==> config.mk <==
export PLATFORM = sky130hd
export DESIGN_NAME = ip_address_text_validator_top
export DESIGN_NICKNAME = d
export VERILOG_FILES = /design/src/rtl/core/ipval_pkg.sv /design/src/rtl/core/ip_address_text_validator_top.sv /design/src/rtl/core/ipval_fifo.sv /design/src/rtl/core/ipval_front.sv /design/src/rtl/core/ipval_back.sv
export VERILOG_INCLUDE_DIRS = /design/src /design/src/rtl/core
export SDC_FILE = /design/constraint.sdc
export NUM_CORES = 1
export LEC_CHECK = 0
export BUFFER_PORTS_ARGS = -buffer_cell sky130_fd_sc_hd__buf_4
export CAP_MARGIN = 40
export CORE_MARGIN = 1
export CORE_UTILIZATION = 55
export CTS_BUF_LIST = sky130_fd_sc_hd__clkbuf_16
export CTS_CLUSTER_DIAMETER = 150
export DETAILED_ROUTE_END_ITERATION = 8
export GPL_TIMING_DRIVEN = 0
export PLACE_DENSITY = 0.82
export SLEW_MARGIN = 20
export SYNTH_ARGS = -nofsm -noshare
export SYNTH_HDL_FRONTEND = slang
export SYNTH_SLANG_ARGS = --single-unit
export TNS_END_PERCENT = 10
==> constraint.sdc <==
create_clock -name i_clk -period 4.5 [get_ports i_clk]
set_input_delay 0.675 -clock i_clk [delete_from_list [all_inputs] [get_ports i_clk]]
set_output_delay 0.675 -clock i_clk [all_outputs]
set_load 0.02 [all_outputs]
==> src/rtl/core/ip_address_text_validator_top_macros.svh <==
// ----------------------------------------------------------------------------
// Assertion macros for the IP address text validator
// Shorthand for clocked assertions with a synchronous active-low reset.
// ----------------------------------------------------------------------------
`ifndef IP_ADDRESS_TEXT_VALIDATOR_TOP_MACROS_SVH
`define IP_ADDRESS_TEXT_VALIDATOR_TOP_MACROS_SVH

// The consequent must hold in the same cycle as the antecedent.
`define IPVAL_ASSERT_SAME(label, clk, rst_n, ante, cons) \
    label: assert property (@(posedge clk) disable iff (!(rst_n)) (ante) |-> (cons)) \
        else $error("ipval assertion failed");

// The consequent must hold in the cycle after the antecedent.
`define IPVAL_ASSERT_NEXT(label, clk, rst_n, ante, cons) \
    label: assert property (@(posedge clk) disable iff (!(rst_n)) (ante) |=> (cons)) \
        else $error("ipval assertion failed");

`endif

==> src/rtl/core/ipval_pkg.sv <==
// ----------------------------------------------------------------------------
// IP address text validator package
// Character classes, the token passed from front to back, and verdict codes.
// ----------------------------------------------------------------------------
package ipval_pkg;

    // Classes of an input character as seen by the checking logic.
    typedef enum logic [2:0] {
        CLS_DOT   = 3'd0,
        CLS_COLON = 3'd1,
        CLS_DIGIT = 3'd2,
        CLS_HEX   = 3'd3,
        CLS_OTHER = 3'd4
    } t_char_class;

    typedef enum logic [1:0] {
        VERDICT_NONE = 2'd0,
        VERDICT_IPV4 = 2'd1,
        VERDICT_IPV6 = 2'd2
    } t_verdict;

    // One classified character.
    typedef struct packed {
        t_char_class cls;
        logic [3:0]  digit;
        logic        last;
    } t_token;

    localparam logic [7:0] CH_DOT   = 8'h2E;
    localparam logic [7:0] CH_COLON = 8'h3A;

    localparam logic [9:0] V4_MAX_VALUE = 10'd255;
    localparam logic [2:0] V4_DOTS      = 3'd3;
    localparam logic [3:0] V6_COLONS    = 4'd7;
    localparam logic [2:0] V4_MAX_LEN   = 3'd3;
    localparam logic [2:0] V6_MAX_LEN   = 3'd4;

endpackage

==> src/rtl/core/ip_address_text_validator_top.sv <==
// ----------------------------------------------------------------------------
// IP address text validator
// Checks address text, one character per item, and reports IPv4, IPv6 or neither.
// ----------------------------------------------------------------------------
// The block takes one character item per cycle while full is low and gives
// one verdict item for each string, after the character marked as last. A
// character item is classified as it is accepted and written to a short token
// queue; the checking logic takes one token per cycle from that queue unless a
// last character is held back, so the sustained rate is one character per
// clock, set by the per-token update of the group and delimiter counters. A
// character is registered in the token queue before the checking logic sees
// it, and its verdict in the result queue before the result ports show it.
// Verdicts wait in a small result queue, so characters keep flowing while an
// earlier verdict has not yet been popped; only when that queue is full does a
// last character wait in the token queue, and full rises once the token queue
// fills behind it. The verdict is 0 for neither, 1 for a valid IPv4 address
// and 2 for a valid IPv6 address. Every string must hold at least one character.
// ----------------------------------------------------------------------------
module ip_address_text_validator_top #(
    parameter int QUEUE_DEPTH  = 2,
    parameter int RESULT_DEPTH = 2
) (
    input  logic       i_clk,
    input  logic       i_rst_n,
    input  logic       push,
    output logic       full,
    input  logic [7:0] i_char_code,
    input  logic       i_is_last,
    output logic       empty,
    input  logic       pop,
    output logic [1:0] o_verdict
);
    import ipval_pkg::*;

    `include "ip_address_text_validator_top_macros.svh"

    localparam int TOKEN_W = $bits(t_token);

    t_token   w_in_token;
    t_token   w_q_token;
    logic [TOKEN_W-1:0] w_q_data;
    logic     w_tok_empty;
    logic     w_tok_pop;
    logic     w_res_full;
    logic     w_res_push;
    t_verdict w_verdict;

    // Front end: classify the character as the item is accepted.
    ipval_front u_front (
        .i_char_code (i_char_code),
        .i_is_last   (i_is_last),
        .o_token     (w_in_token)
    );

    // Token queue between classification and checking.
    ipval_fifo #(
        .WIDTH (TOKEN_W),
        .DEPTH (QUEUE_DEPTH)
    ) u_token_q (
        .i_clk   (i_clk),
        .i_rst_n (i_rst_n),
        .i_push  (push),
        .i_data  (w_in_token),
        .o_full  (full),
        .i_pop   (w_tok_pop),
        .o_data  (w_q_data),
        .o_empty (w_tok_empty)
    );

    assign w_q_token = t_token'(w_q_data);

    // A token is taken whenever one waits, except that a last character holds
    // back until the result queue has room for its verdict.
    assign w_tok_pop  = !w_tok_empty && (!w_q_token.last || !w_res_full);
    assign w_res_push = w_tok_pop && w_q_token.last;

    ipval_back u_back (
        .i_clk     (i_clk),
        .i_rst_n   (i_rst_n),
        .i_token   (w_q_token),
        .i_take    (w_tok_pop),
        .o_verdict (w_verdict)
    );

    // Result queue towards the consumer.
    ipval_fifo #(
        .WIDTH (2),
        .DEPTH (RESULT_DEPTH)
    ) u_result_q (
        .i_clk   (i_clk),
        .i_rst_n (i_rst_n),
        .i_push  (w_res_push),
        .i_data  (w_verdict),
        .o_full  (w_res_full),
        .i_pop   (pop),
        .o_data  (o_verdict),
        .o_empty (empty)
    );

    // A verdict is only written while the result queue has room.
    `IPVAL_ASSERT_SAME(a_res_room, i_clk, i_rst_n, w_res_push, !w_res_full)
    // A verdict is written exactly when the last character of a string is checked.
    `IPVAL_ASSERT_SAME(a_res_only_last, i_clk, i_rst_n, w_res_push, w_tok_pop && w_q_token.last)
    // An accepted character is waiting for the checker in the next cycle.
    `IPVAL_ASSERT_NEXT(a_tok_lands, i_clk, i_rst_n, push && !full, !w_tok_empty)
    // A waiting verdict never carries the unused code.
    `IPVAL_ASSERT_SAME(a_verdict_code, i_clk, i_rst_n, !empty, o_verdict != 2'd3)

endmodule

==> src/rtl/core/ipval_fifo.sv <==
// ----------------------------------------------------------------------------
// IP address text validator queue
// Small register queue with full and empty flags; depth is a power of two.
// ----------------------------------------------------------------------------
module ipval_fifo #(
    parameter int WIDTH = 8,
    parameter int DEPTH = 2
) (
    input  logic             i_clk,
    input  logic             i_rst_n,
    input  logic             i_push,
    input  logic [WIDTH-1:0] i_data,
    output logic             o_full,
    input  logic             i_pop,
    output logic [WIDTH-1:0] o_data,
    output logic             o_empty
);
    localparam int PTR_W = $clog2(DEPTH);
    localparam int CNT_W = $clog2(DEPTH + 1);

    logic [WIDTH-1:0] r_mem [DEPTH];
    logic [PTR_W-1:0] r_wr_ptr;
    logic [PTR_W-1:0] r_rd_ptr;
    logic [CNT_W-1:0] r_count;
    logic             w_do_push;
    logic             w_do_pop;

    assign o_full    = (r_count == CNT_W'(DEPTH));
    assign o_empty   = (r_count == '0);
    assign w_do_push = i_push && !o_full;
    assign w_do_pop  = i_pop && !o_empty;
    assign o_data    = r_mem[r_rd_ptr];

    always_ff @(posedge i_clk) begin
        if (!i_rst_n) begin
            r_wr_ptr <= '0;
            r_rd_ptr <= '0;
            r_count  <= '0;
        end else begin
            if (w_do_push) begin
                r_wr_ptr <= r_wr_ptr + PTR_W'(1);
            end
            if (w_do_pop) begin
                r_rd_ptr <= r_rd_ptr + PTR_W'(1);
            end
            if (w_do_push && !w_do_pop) begin
                r_count <= r_count + CNT_W'(1);
            end else if (w_do_pop && !w_do_push) begin
                r_count <= r_count - CNT_W'(1);
            end
        end
    end

    always_ff @(posedge i_clk) begin
        if (w_do_push) begin
            r_mem[r_wr_ptr] <= i_data;
        end
    end

endmodule

==> src/rtl/core/ipval_front.sv <==
// ----------------------------------------------------------------------------
// IP address text validator front end
// Classifies each incoming character into a token for the checking logic.
// ----------------------------------------------------------------------------
module ipval_front (
    input  logic [7:0]      i_char_code,
    input  logic            i_is_last,
    output ipval_pkg::t_token o_token
);
    import ipval_pkg::*;

    always_comb begin
        o_token.digit = i_char_code[3:0];
        o_token.last  = i_is_last;
        case (i_char_code) inside
            CH_DOT:                      o_token.cls = CLS_DOT;
            CH_COLON:                    o_token.cls = CLS_COLON;
            [8'h30:8'h39]:               o_token.cls = CLS_DIGIT;
            [8'h41:8'h46], [8'h61:8'h66]: o_token.cls = CLS_HEX;
            default:                     o_token.cls = CLS_OTHER;
        endcase
    end

endmodule

==> src/rtl/core/ipval_back.sv <==
// ----------------------------------------------------------------------------
// IP address text validator back end
// Tracks delimiters and the open group, and gives a verdict on the last item.
// ----------------------------------------------------------------------------
module ipval_back (
    input  logic              i_clk,
    input  logic              i_rst_n,
    input  ipval_pkg::t_token i_token,
    input  logic              i_take,
    output ipval_pkg::t_verdict o_verdict
);
    import ipval_pkg::*;

    logic [2:0]  r_dot_count;
    logic [3:0]  r_colon_count;
    logic [2:0]  r_group_length;
    logic [9:0]  r_group_value;
    logic        r_group_leading_zero;
    logic        r_v4_possible;
    logic        r_v6_possible;

    logic [2:0]  n_dot_count;
    logic [3:0]  n_colon_count;
    logic [2:0]  n_group_length;
    logic [9:0]  n_group_value;
    logic        n_group_leading_zero;
    logic        n_v4_possible;
    logic        n_v6_possible;

    logic [13:0] w_scaled;
    logic [2:0]  w_len_inc;
    logic        w_v4_ok_cur;
    logic        w_v6_ok_cur;
    logic        w_v4_ok_next;
    logic        w_v6_ok_next;

    // Group checks, on the open group before and after this character.
    assign w_v4_ok_cur = (r_group_length != 3'd0) && (r_group_length <= V4_MAX_LEN)
                      && !(r_group_leading_zero && (r_group_length > 3'd1))
                      && (r_group_value <= V4_MAX_VALUE);
    assign w_v6_ok_cur = (r_group_length != 3'd0) && (r_group_length <= V6_MAX_LEN);

    assign w_v4_ok_next = (n_group_length != 3'd0) && (n_group_length <= V4_MAX_LEN)
                       && !(n_group_leading_zero && (n_group_length > 3'd1))
                       && (n_group_value <= V4_MAX_VALUE);
    assign w_v6_ok_next = (n_group_length != 3'd0) && (n_group_length <= V6_MAX_LEN);

    assign w_len_inc = (r_group_length == 3'd7) ? r_group_length : r_group_length + 3'd1;
    assign w_scaled  = ({4'd0, r_group_value} << 3) + ({4'd0, r_group_value} << 1)
                     + {10'd0, i_token.digit};

    always_comb begin
        n_dot_count          = r_dot_count;
        n_colon_count        = r_colon_count;
        n_group_length       = r_group_length;
        n_group_value        = r_group_value;
        n_group_leading_zero = r_group_leading_zero;
        n_v4_possible        = r_v4_possible;
        n_v6_possible        = r_v6_possible;
        case (i_token.cls)
            CLS_DOT: begin
                n_v4_possible        = r_v4_possible && w_v4_ok_cur;
                n_v6_possible        = 1'b0;
                n_dot_count          = (r_dot_count == 3'd7) ? r_dot_count
                                                             : r_dot_count + 3'd1;
                n_group_length       = '0;
                n_group_value        = '0;
                n_group_leading_zero = 1'b0;
            end
            CLS_COLON: begin
                n_v6_possible        = r_v6_possible && w_v6_ok_cur;
                n_v4_possible        = 1'b0;
                n_colon_count        = (r_colon_count == 4'd15) ? r_colon_count
                                                                : r_colon_count + 4'd1;
                n_group_length       = '0;
                n_group_value        = '0;
                n_group_leading_zero = 1'b0;
            end
            CLS_DIGIT: begin
                if ((r_group_length == 3'd0) && (i_token.digit == 4'd0)) begin
                    n_group_leading_zero = 1'b1;
                end
                n_group_length = w_len_inc;
                n_group_value  = (w_scaled > 14'd1023) ? 10'd1023 : w_scaled[9:0];
            end
            CLS_HEX: begin
                n_v4_possible  = 1'b0;
                n_group_length = w_len_inc;
            end
            default: begin
                n_v4_possible  = 1'b0;
                n_v6_possible  = 1'b0;
                n_group_length = w_len_inc;
            end
        endcase
    end

    always_comb begin
        if ((n_dot_count == V4_DOTS) && n_v4_possible && w_v4_ok_next) begin
            o_verdict = VERDICT_IPV4;
        end else if ((n_colon_count == V6_COLONS) && n_v6_possible && w_v6_ok_next) begin
            o_verdict = VERDICT_IPV6;
        end else begin
            o_verdict = VERDICT_NONE;
        end
    end

    always_ff @(posedge i_clk) begin
        if (!i_rst_n || (i_take && i_token.last)) begin
            r_dot_count          <= '0;
            r_colon_count        <= '0;
            r_group_length       <= '0;
            r_group_value        <= '0;
            r_group_leading_zero <= 1'b0;
            r_v4_possible        <= 1'b1;
            r_v6_possible        <= 1'b1;
        end else if (i_take) begin
            r_dot_count          <= n_dot_count;
            r_colon_count        <= n_colon_count;
            r_group_length       <= n_group_length;
            r_group_value        <= n_group_value;
            r_group_leading_zero <= n_group_leading_zero;
            r_v4_possible        <= n_v4_possible;
            r_v6_possible        <= n_v6_possible;
        end
    end

endmodule

==> results_dict.tcl, run 1 <==
set metrics [dict create \
    cp.arrival_ns 4.07 \
    p_clk_share_pct 24.0 \
    rsz0062_at_grt "false" \
    h-tree-depth 2 \
    vias_per_cell 5.74 \
    irDropWorstVdd_mv 0.312 \
    grt.overflow.total 0 \
    synthArstFlopShare_pct 0 \
    instances_no_fill 432 \
    cts_buffers 5 \
    routedWlPerCell_um 13.7 \
    diodes 0 \
    clkSinkCount 53 \
    dr.pass1.iters 4 \
    crit_type "flip-flop to flip-flop" \
    cts-root-buf "clkbuf_16" \
    power.density_mw_per_mm2 429 \
    io_buffers 16 \
    period_share_pct 90.0 \
    clk_pin_slew_ns 0.07 \
    drv_cap 0 \
    fp.dieH_um 77.8 \
    syn_area_sq_mm 0.00316 \
    ant_nets 0 \
    area_delta_synth_final_pct 11.1 \
    cts_setup_buffers 0 \
    period_needed_ns 4.05 \
    grt_usage_pct 21.3 \
    gp_congestion 0.835 \
    cp_max_fo 10 \
    post-place-cells 424 \
    hp-class "flip-flop to flip-flop" \
    finalClockSkew_ns 0.00727 \
    wirelength_um 5920 \
    synth-main-ff-cell "dfxtp_1" \
    syn_inst 336 \
    grt_pass1_vias 2379 \
    grt_max_degree 16 \
    crit_buf_inv 3 \
    synth-seq-cells 53 \
    initial_utilization_pct 57.3 \
    final_core_util_pct 63.7 \
    worst_slew_pin_slew_ns 0.729 \
    cts_buffer_depth 2 \
    hold_violations 0 \
    leakage_nw 1.45 \
    io_pins 17 \
    yosysSeqAreaShare_pct 40.0 \
    finalSetupTns_ns 0 \
    required_ns 4.52 \
    rows 27 \
    dieArea_sq_mm 0.00605 \
    syn_nets 379 \
    dp_hpwl_um 4340 \
    cts_resized 0 \
    swShare_pct 33.3 \
    drc 0 \
    status "finished clean" \
    worstSetupStartpointType "flip-flop" \
    antenna_found_initial 0 \
    syn_area_per_cell_sq_um 9.40 \
    cp_common_cell "fa_1" \
    finalPower_mw 1.50 \
    max_freq_mhz 247 \
    drive_above_1_share_pct 11.4 \
    insertion_delay_ns 0.29 \
    initialDrtViolationCount 147 \
    yosysWarningCount 0 \
    grt_pass1_wl_um 10300 \
    worst-r2r-setup-slack_ns 0.45 \
    coreArea_sq_mm 0.00551 \
    setup_violations 0 \
    cts_tree "built" \
    yosysUniqueCellTypes 53 \
    synth_edf_count 20 \
    p_sw_uw 501 \
    cp-end-kind "flip-flop" \
    p_comb_share_pct 33.5 \
    critical_path.slowest_cell "fa_1" \
    cpLargestDelayFamily "compound AO/OA/AOI/OAI gates" \
    cpPeakStageDelay_ns 0.51 \
    via_count 2479 \
    slew_viol_final 0 \
    nNetsFinal 402 \
    seq_power_share_pct 42.4 \
    dieWidth_um 77.8 \
    ctsHoldBuffers 0 \
    path_cells "buf_4 -> buf_2 -> mux2_2 -> fa_1 -> inv_1 -> fa_1 -> nand2b_1 -> a21oi_1 -> a41oi_1 -> mux2i_1 -> nand4b_1 -> o31ai_1 -> a31oi_1" \
    p_int_mw 1.00 \
    relSlewSlack_pct 51.4 \
]
==> routing by layer <==
metal / up-vias / GRT usage [%] / share of wire, %
li1: 1255 / - / -
met1: 1178 / 26.1 / 47
met2: 38 / 37.3 / 49
met3: 8 / 4.24 / 2.3
met4: 0 / 7.17 / 1.5
met5: - / 0 / 0
==> power by group through the flow <==
stage | combinational (mW) | clock [mW] | sequential (mW)
CTS | 0.502 | 0.369 | 0.636
global route | 0.562 | 0.389 | 0.646
floorplan | 0.377 | 0 | 0.629
finish | 0.504 | 0.361 | 0.638
global placement | 0.476 | 0 | 0.638
detailed placement | 0.492 | 0 | 0.643
==> state kept, by name (all words and copies together) (netlist names), 2 cells and up, named ones only <==
signal                 flops
u_token_q.r_mem           16
u_back.r_group_value      10
u_back.r_colon_count       4
u_result_q.r_mem           4
u_back.r_dot_count         3
u_back.r_group_length      3
u_result_q.r_count         2
u_token_q.r_count          2
==> final timing paths <==
path                              from                endpoint  cells past startpoint
setup / recovery             flip-flop  u_result_q.r_mem[1][1]                     13
setup reg to reg             flip-flop  u_result_q.r_mem[1][1]                     13
hold / removal    u_back.r_v6_possible    u_back.r_v6_possible                      1
hold reg to reg   u_back.r_v6_possible    u_back.r_v6_possible                      1
==> area by class of cell <==
class,instances,area (sq um)
plain buffers,7,37.5
clock buffers,5,125
clock inverters,3,13.8
fillers,425,2000
inverters,18,67.6
multi-input cells,258,1790
flip-flops and latches,53,1260
well taps,72,90.1
repair buffers,16,120
==> synth_stat cells (3+ instances only) <==
cell,number,area share (%)
a211oi_1,3,0.71
a21boi_0,3,0.71
a21o_1,4,0.95
a21oi_1,18,2.9
a31oi_1,4,0.79
and2_1,9,1.8
buf_2,3,0.48
dfxtp_1,33,21
edfxtp_1,20,19
ha_1,28,11
inv_1,18,2.1
mux2_2,6,2.1
mux2i_1,5,1.6
nand2_1,29,3.4
nand2b_1,13,2.6
nand3_1,4,0.63
nor2_1,37,4.4
nor2b_1,5,0.99
nor3_1,7,1.1
nor3b_1,4,0.95
o21a_1,3,0.71
o21ai_0,14,2.2
o21ai_1,11,1.7
o22ai_1,3,0.59
or3_1,3,0.59
xnor2_1,7,1.9
xor2_1,6,1.7
==> logic make-up after synthesis <==
logic type	share of synthesized area, %
XOR/XNOR	3.61
flip-flops	40.0
multiplexers	4.16
AND/OR/NAND/NOR	19.3
AO/OA/AOI/OAI	17.3
adder cells (fa/ha/maj)	12.4
buffers and inverters	3.33
==> through the flow <==
stage	setup WS, ns	cell area (sq um)	hold slack (ns)
4_1_cts	0.503	3510	0.468
2_1_floorplan	1.06	3160	0.426
5_1_grt	0.206	3510	0.487
3_3_place_gp	0.617	3370	0.436
3_5_place_dp	0.537	3370	0.452
6_report	0.450	3510	0.478
==> layout by cell type, fill, tap and decap left out, types with 5 or more instances in the layout <==
| cell | count |
|---|---|
| nor2_1 | 37 |
| dfxtp_1 | 33 |
| nand2_1 | 29 |
| ha_1 | 28 |
| edfxtp_1 | 20 |
| inv_1 | 19 |
| buf_4 | 18 |
| a21oi_1 | 18 |
| o21ai_0 | 14 |
| nand2b_1 | 13 |
| o21ai_1 | 11 |
| and2_1 | 9 |
| nor3_1 | 7 |
| xnor2_1 | 7 |
| mux2_2 | 6 |
| xor2_1 | 6 |
| nor2b_1 | 5 |
| mux2i_1 | 5 |
| clkbuf_16 | 5 |
Note: power is estimated with default switching activity, not from simulation.
==> inputs of run 2 (changes only) <==
--- a/config.mk
+++ b/config.mk
@@ -6,6 +6,7 @@
 export SDC_FILE = /design/constraint.sdc
 export NUM_CORES = 1
 export LEC_CHECK = 0
+export ABC_AREA = 0
 export BUFFER_PORTS_ARGS = -buffer_cell sky130_fd_sc_hd__buf_4
 export CAP_MARGIN = 40
 export CORE_MARGIN = 1
@@ -15,6 +16,7 @@
 export DETAILED_ROUTE_END_ITERATION = 8
 export GPL_TIMING_DRIVEN = 0
 export PLACE_DENSITY = 0.82
+export RECOVER_POWER = 50
 export SLEW_MARGIN = 20
 export SYNTH_ARGS = -nofsm -noshare
 export SYNTH_HDL_FRONTEND = slang
==> results_dict.tcl, run 2 (synthesized netlist as in run 1, its figures left out) <==
set metrics [dict create \
    status "finished clean" \
    dp_hpwl_um 4340 \
    worst-r2r-setup-slack_ns 0.44 \
    cts_buffers 5 \
    nNetsFinal 402 \
    max_freq_mhz 247 \
    slew_viol_final 0 \
    irDropWorstVdd_mv 0.311 \
    fillerInstances 428 \
    period_needed_ns 4.06 \
    cts_tree "built" \
    hold-worst-slack_ns 0.478 \
    via_count 2474 \
    period_share_pct 90.1 \
    vias_per_cell 5.73 \
    grt_usage_pct 21.3 \
    final_common_cell "nor2_1" \
    hp-class "flip-flop to flip-flop" \
    cp.arrival_ns 4.07 \
    clk_pin_slew_ns 0.07 \
    cp-end-kind "flip-flop" \
    grt_pass1_wl_um 10300 \
    ctsHoldBuffers 0 \
    grt.overflow.total 0 \
    dieWidth_um 77.8 \
    grt_max_degree 16 \
    insertion_delay_ns 0.29 \
    worstSetupStartpointType "flip-flop" \
    power.density_mw_per_mm2 429 \
    diodes 0 \
    rsz0062_at_grt "false" \
    critical_path.endpoint "u_result_q.r_mem[1][1]" \
    leakage_nw 1.42 \
    cp_max_fo 10 \
    cts_resized 0 \
    setup_violations 0 \
    cts_buffer_depth 2 \
    wirelength_um 5890 \
    crit_type "flip-flop to flip-flop" \
    io_buffers 16 \
    top_regs "u_token_q.r_mem (16), u_back.r_group_value (10)" \
    initial_utilization_pct 57.3 \
    cts-root-buf "clkbuf_16" \
    worst_slew_pin_slew_ns 0.708 \
    initialDrtViolationCount 150 \
    grt_pass1_vias 2379 \
    coreArea_sq_mm 0.00551 \
    finalSetupTns_ns 0 \
    regMostFlops "u_token_q.r_mem" \
    required_ns 4.52 \
    antenna_found_initial 0 \
    dr.pass1.iters 4 \
    drv_cap 0 \
    rows 27 \
    finalClockSkew_ns 0.00742 \
    hold_violations 0 \
    cts_setup_buffers 0 \
    io_pins 17 \
    seqCellArea_sq_mm 0.00126 \
    gp_congestion 0.835 \
    ant_nets 0 \
    dieArea_sq_mm 0.00605 \
    final_core_util_pct 63.2 \
    clkSinkCount 53 \
    area_delta_synth_final_pct 10.2 \
    drive_above_1_share_pct 9.44 \
    layout_common_cells "nor2_1, dfxtp_1, nand2_1" \
    routedWlPerCell_um 13.6 \
    fp.dieH_um 77.8 \
    r2r_end "u_result_q.r_mem[1][1]" \
    relSlewSlack_pct 52.6 \
    drc 0 \
    r2r_cells 13 \
    largest_reg_flops 16 \
    multi_input_area_sq_mm 0.00179 \
    h-tree-depth 2 \
]
run 2: changes by cell type in the layout (fill, tap and decap cells not counted):
cell	previous run	this run
clkbuf_4	0	1
buf_4	18	10
clkbuf_1	2	9
run 2: how the worst min path moves through the flow:
| stage | from | cells after the start | endpoint |
|---|---|---|---|
| finish | u_back.r_v6_possible | 1 | u_back.r_v6_possible |
| global route | u_back.r_v6_possible | 1 | u_back.r_v6_possible |
| CTS | u_back.r_v6_possible | 1 | u_back.r_v6_possible |
| detailed placement | u_back.r_v6_possible | 1 | u_back.r_v6_possible |
| global placement | u_back.r_v6_possible | 1 | u_back.r_v6_possible |
| floorplan | u_back.r_v6_possible | 1 | u_back.r_v6_possible |
run 2: area by class of cell:
type,instances,area share [%]
timing repair buffer,16,2.70
inverter,18,1.94
sequential,53,36.2
multi-input combinational,258,51.5
tap,72,2.59
clock inverter,3,0.396
clock buffer,5,3.60
buffer,7,1.08
run 2: critical path, cell delays in order, from the launching register on:
cell      delay [ns]
dfxtp_1         0.31
buf_4           0.14
buf_2           0.24
mux2_2          0.39
fa_1            0.51
inv_1           0.06
fa_1            0.41
nand2b_1        0.20
a21oi_1         0.32
a41oi_1         0.22
mux2i_1         0.15
nand4b_1        0.25
o31ai_1         0.42
a31oi_1         0.17
run 2: through the flow:
stage               instance area (sq um)  power, mW  worst slack, ns  instances
floorplan                            3160       1.01             1.06        336
global placement                     3370       1.11            0.617        424
detailed placement                   3370       1.14            0.537        424
CTS                                  3510       1.51            0.503        432
global route                         3480       1.59            0.206        432
finish                               3480       1.49            0.444        432
run 2: report_power, final:
part,leakage (nW),internal (mW),switching (mW)
registers,0.452,0.578,0.0599
clock network,0.0748,0.202,0.159
logic,0.895,0.212,0.280
run 2: metal layers:
layer,track usage (%),routed length [um],vias to the layer above
li1,-,-,1254
met3,4.24,148,8
met2,37.3,2890,39
met5,0,0,-
met4,7.17,89,0
met1,26.1,2770,1173
==> inputs of run 3 (changes only) <==
--- a/config.mk
+++ b/config.mk
@@ -10,12 +10,12 @@
 export BUFFER_PORTS_ARGS = -buffer_cell sky130_fd_sc_hd__buf_4
 export CAP_MARGIN = 40
 export CORE_MARGIN = 1
-export CORE_UTILIZATION = 55
+export CORE_UTILIZATION = 35
 export CTS_BUF_LIST = sky130_fd_sc_hd__clkbuf_16
 export CTS_CLUSTER_DIAMETER = 150
 export DETAILED_ROUTE_END_ITERATION = 8
 export GPL_TIMING_DRIVEN = 0
-export PLACE_DENSITY = 0.82
+export PLACE_DENSITY = 0.6
 export RECOVER_POWER = 50
 export SLEW_MARGIN = 20
 export SYNTH_ARGS = -nofsm -noshare
==> results_dict.tcl, run 3 (synthesized netlist as in run 1, its figures left out) <==
set metrics [dict create \
    status "finished clean" \
    vias_per_cell 5.11 \
    wirelength_um 5900 \
    hold_violations 0 \
    finalPower_mw 1.48 \
    hp-class "flip-flop to flip-flop" \
    dr.pass1.iters 5 \
    initialDrtViolationCount 82 \
    grt_pass1_vias 2335 \
    fp.dieH_um 97.0 \
    regMostFlops "u_token_q.r_mem" \
    cts_buffers 5 \
    grt_usage_pct 13.7 \
    insertion_delay_ns 0.29 \
    h-tree-depth 2 \
    ctsHoldBuffers 0 \
    cts-root-buf "clkbuf_16" \
    io_pins 17 \
    power.density_mw_per_mm2 420 \
    layout_common_cells "nor2_1, dfxtp_1, nand2_1" \
    max_freq_mhz 249 \
    drive_above_1_share_pct 9.44 \
    grt_max_degree 17 \
    drv_cap 0 \
    antenna_found_initial 0 \
    path_cells "buf_4 -> buf_2 -> mux2_2 -> fa_1 -> inv_1 -> fa_1 -> nand2b_1 -> a21oi_1 -> a41oi_1 -> mux2i_1 -> nand4b_1 -> o31ai_1 -> a31oi_1" \
    relSlewSlack_pct 11.9 \
    crit_type "flip-flop to flip-flop" \
    critical_path.slowest_cell "fa_1" \
    via_count 2391 \
    cp_common_cell "fa_1" \
    cpPeakStageDelay_ns 0.51 \
    rows 34 \
    ant_nets 0 \
    leakage_nw 1.42 \
    top_regs "u_token_q.r_mem (16), u_back.r_group_value (10)" \
    rsz0062_at_grt "false" \
    largest_reg_flops 16 \
    cts_resized 0 \
    final_area_sq_mm 0.00351 \
    initial_utilization_pct 36.2 \
    clkSinkCount 53 \
    cts_setup_buffers 0 \
    required_ns 4.51 \
    drc 0 \
    period_share_pct 89.2 \
    coreArea_sq_mm 0.00872 \
    period_needed_ns 4.01 \
    placed_area_sq_mm 0.00341 \
    dieArea_sq_mm 0.00940 \
    clk_pin_slew_ns 0.07 \
    dpl_worst_slack_ns 0.491 \
    finalSetupTns_ns 0 \
    fillerInstances 838 \
    diodes 0 \
    nNetsFinal 402 \
    cts_buffer_depth 2 \
    cp-end-kind "flip-flop" \
    setup_violations 0 \
    cp.arrival_ns 4.03 \
    routedWlPerCell_um 12.6 \
    cp_max_fo 10 \
    gp_congestion 0.759 \
    dieWidth_um 97.0 \
    cts_tree "built" \
    worstSetupStartpointType "flip-flop" \
    worst_slew_pin_slew_ns 1.32 \
    grt.overflow.total 0 \
    io_buffers 16 \
    grt_pass1_wl_um 10700 \
    final_common_cell "nor2_1" \
    irDropWorstVdd_mv 0.179 \
    area_delta_synth_final_pct 11.3 \
    dp_hpwl_um 4400 \
    slew_viol_final 0 \
    finalClockSkew_ns 0.00645 \
    timing.final.ws_setup_ns 0.488 \
]
[run 3: cell types whose count changed in the layout (fill, tap and decap cells not counted), moves of 2 or more]
cell | before | now
and2_1 | 9 | 7
and2_0 | 0 | 2
clkbuf_1 | 9 | 7
buf_4 | 10 | 12
[run 3: per-stage QoR]
stage / utilization (%) / instances / hold slack (ns)
2_1_floorplan: - / 336 / 0.426
3_3_place_gp: 39.1 / 460 / 0.435
3_5_place_dp: 39.1 / 460 / 0.439
4_1_cts: 40.8 / 468 / 0.455
5_1_grt: 40.3 / 468 / 0.494
6_report: 40.3 / 468 / 0.453
[run 3: layout make-up]
type	count	area, sq um	share of cell area (%)
Buffer	7	37.5	1.07
Sequential cell	53	1260	35.9
Inverter	18	67.6	1.92
Tap cell	108	135	3.85
Clock inverter	3	17.5	0.499
Clock buffer	5	125	3.56
Multi-Input combinational cell	258	1770	50.3
Timing Repair Buffer	16	101	2.88
[run 3: where the power goes]
group / total [mW] / switching [mW] / internal [mW]
combinational: 0.481 / 0.271 / 0.210
clock: 0.370 / 0.166 / 0.204
sequential: 0.624 / 0.0465 / 0.577
total: 1.48 / 0.483 / 0.992
[run 3: critical path, delay by kind of cell (launching register included)]
kind	cells	cell delay (ns)
muxes	2	0.55
DFF	1	0.31
adders and majority gates	2	0.91
buffers and inverters	3	0.43
AOI/OAI and AO/OA	4	1.08
and+or+nand+nor	2	0.45
[run 3: worst paths after layout]
check | from | endpoint | slack, ns | cells after the start
worst max-delay path | flip-flop | u_result_q.r_mem[0][1] | 0.49 | 13
worst min register to register | u_back.r_v6_possible | u_back.r_v6_possible | 0.45 | 1
worst max register to register | flip-flop | u_result_q.r_mem[0][1] | 0.49 | 13
worst min-delay path | u_back.r_v6_possible | u_back.r_v6_possible | 0.45 | 1
[run 3: routing by layer]
| layer | vias up | share of wire (%) | global-route usage (%) |
|---|---|---|---|
| met5 | - | 0 | 0 |
| met4 | 0 | 1.4 | 4.71 |
| met3 | 8 | 2.8 | 2.17 |
| met2 | 27 | 46 | 23.3 |
| met1 | 1102 | 49 | 17.5 |
| li1 | 1254 | - | - |
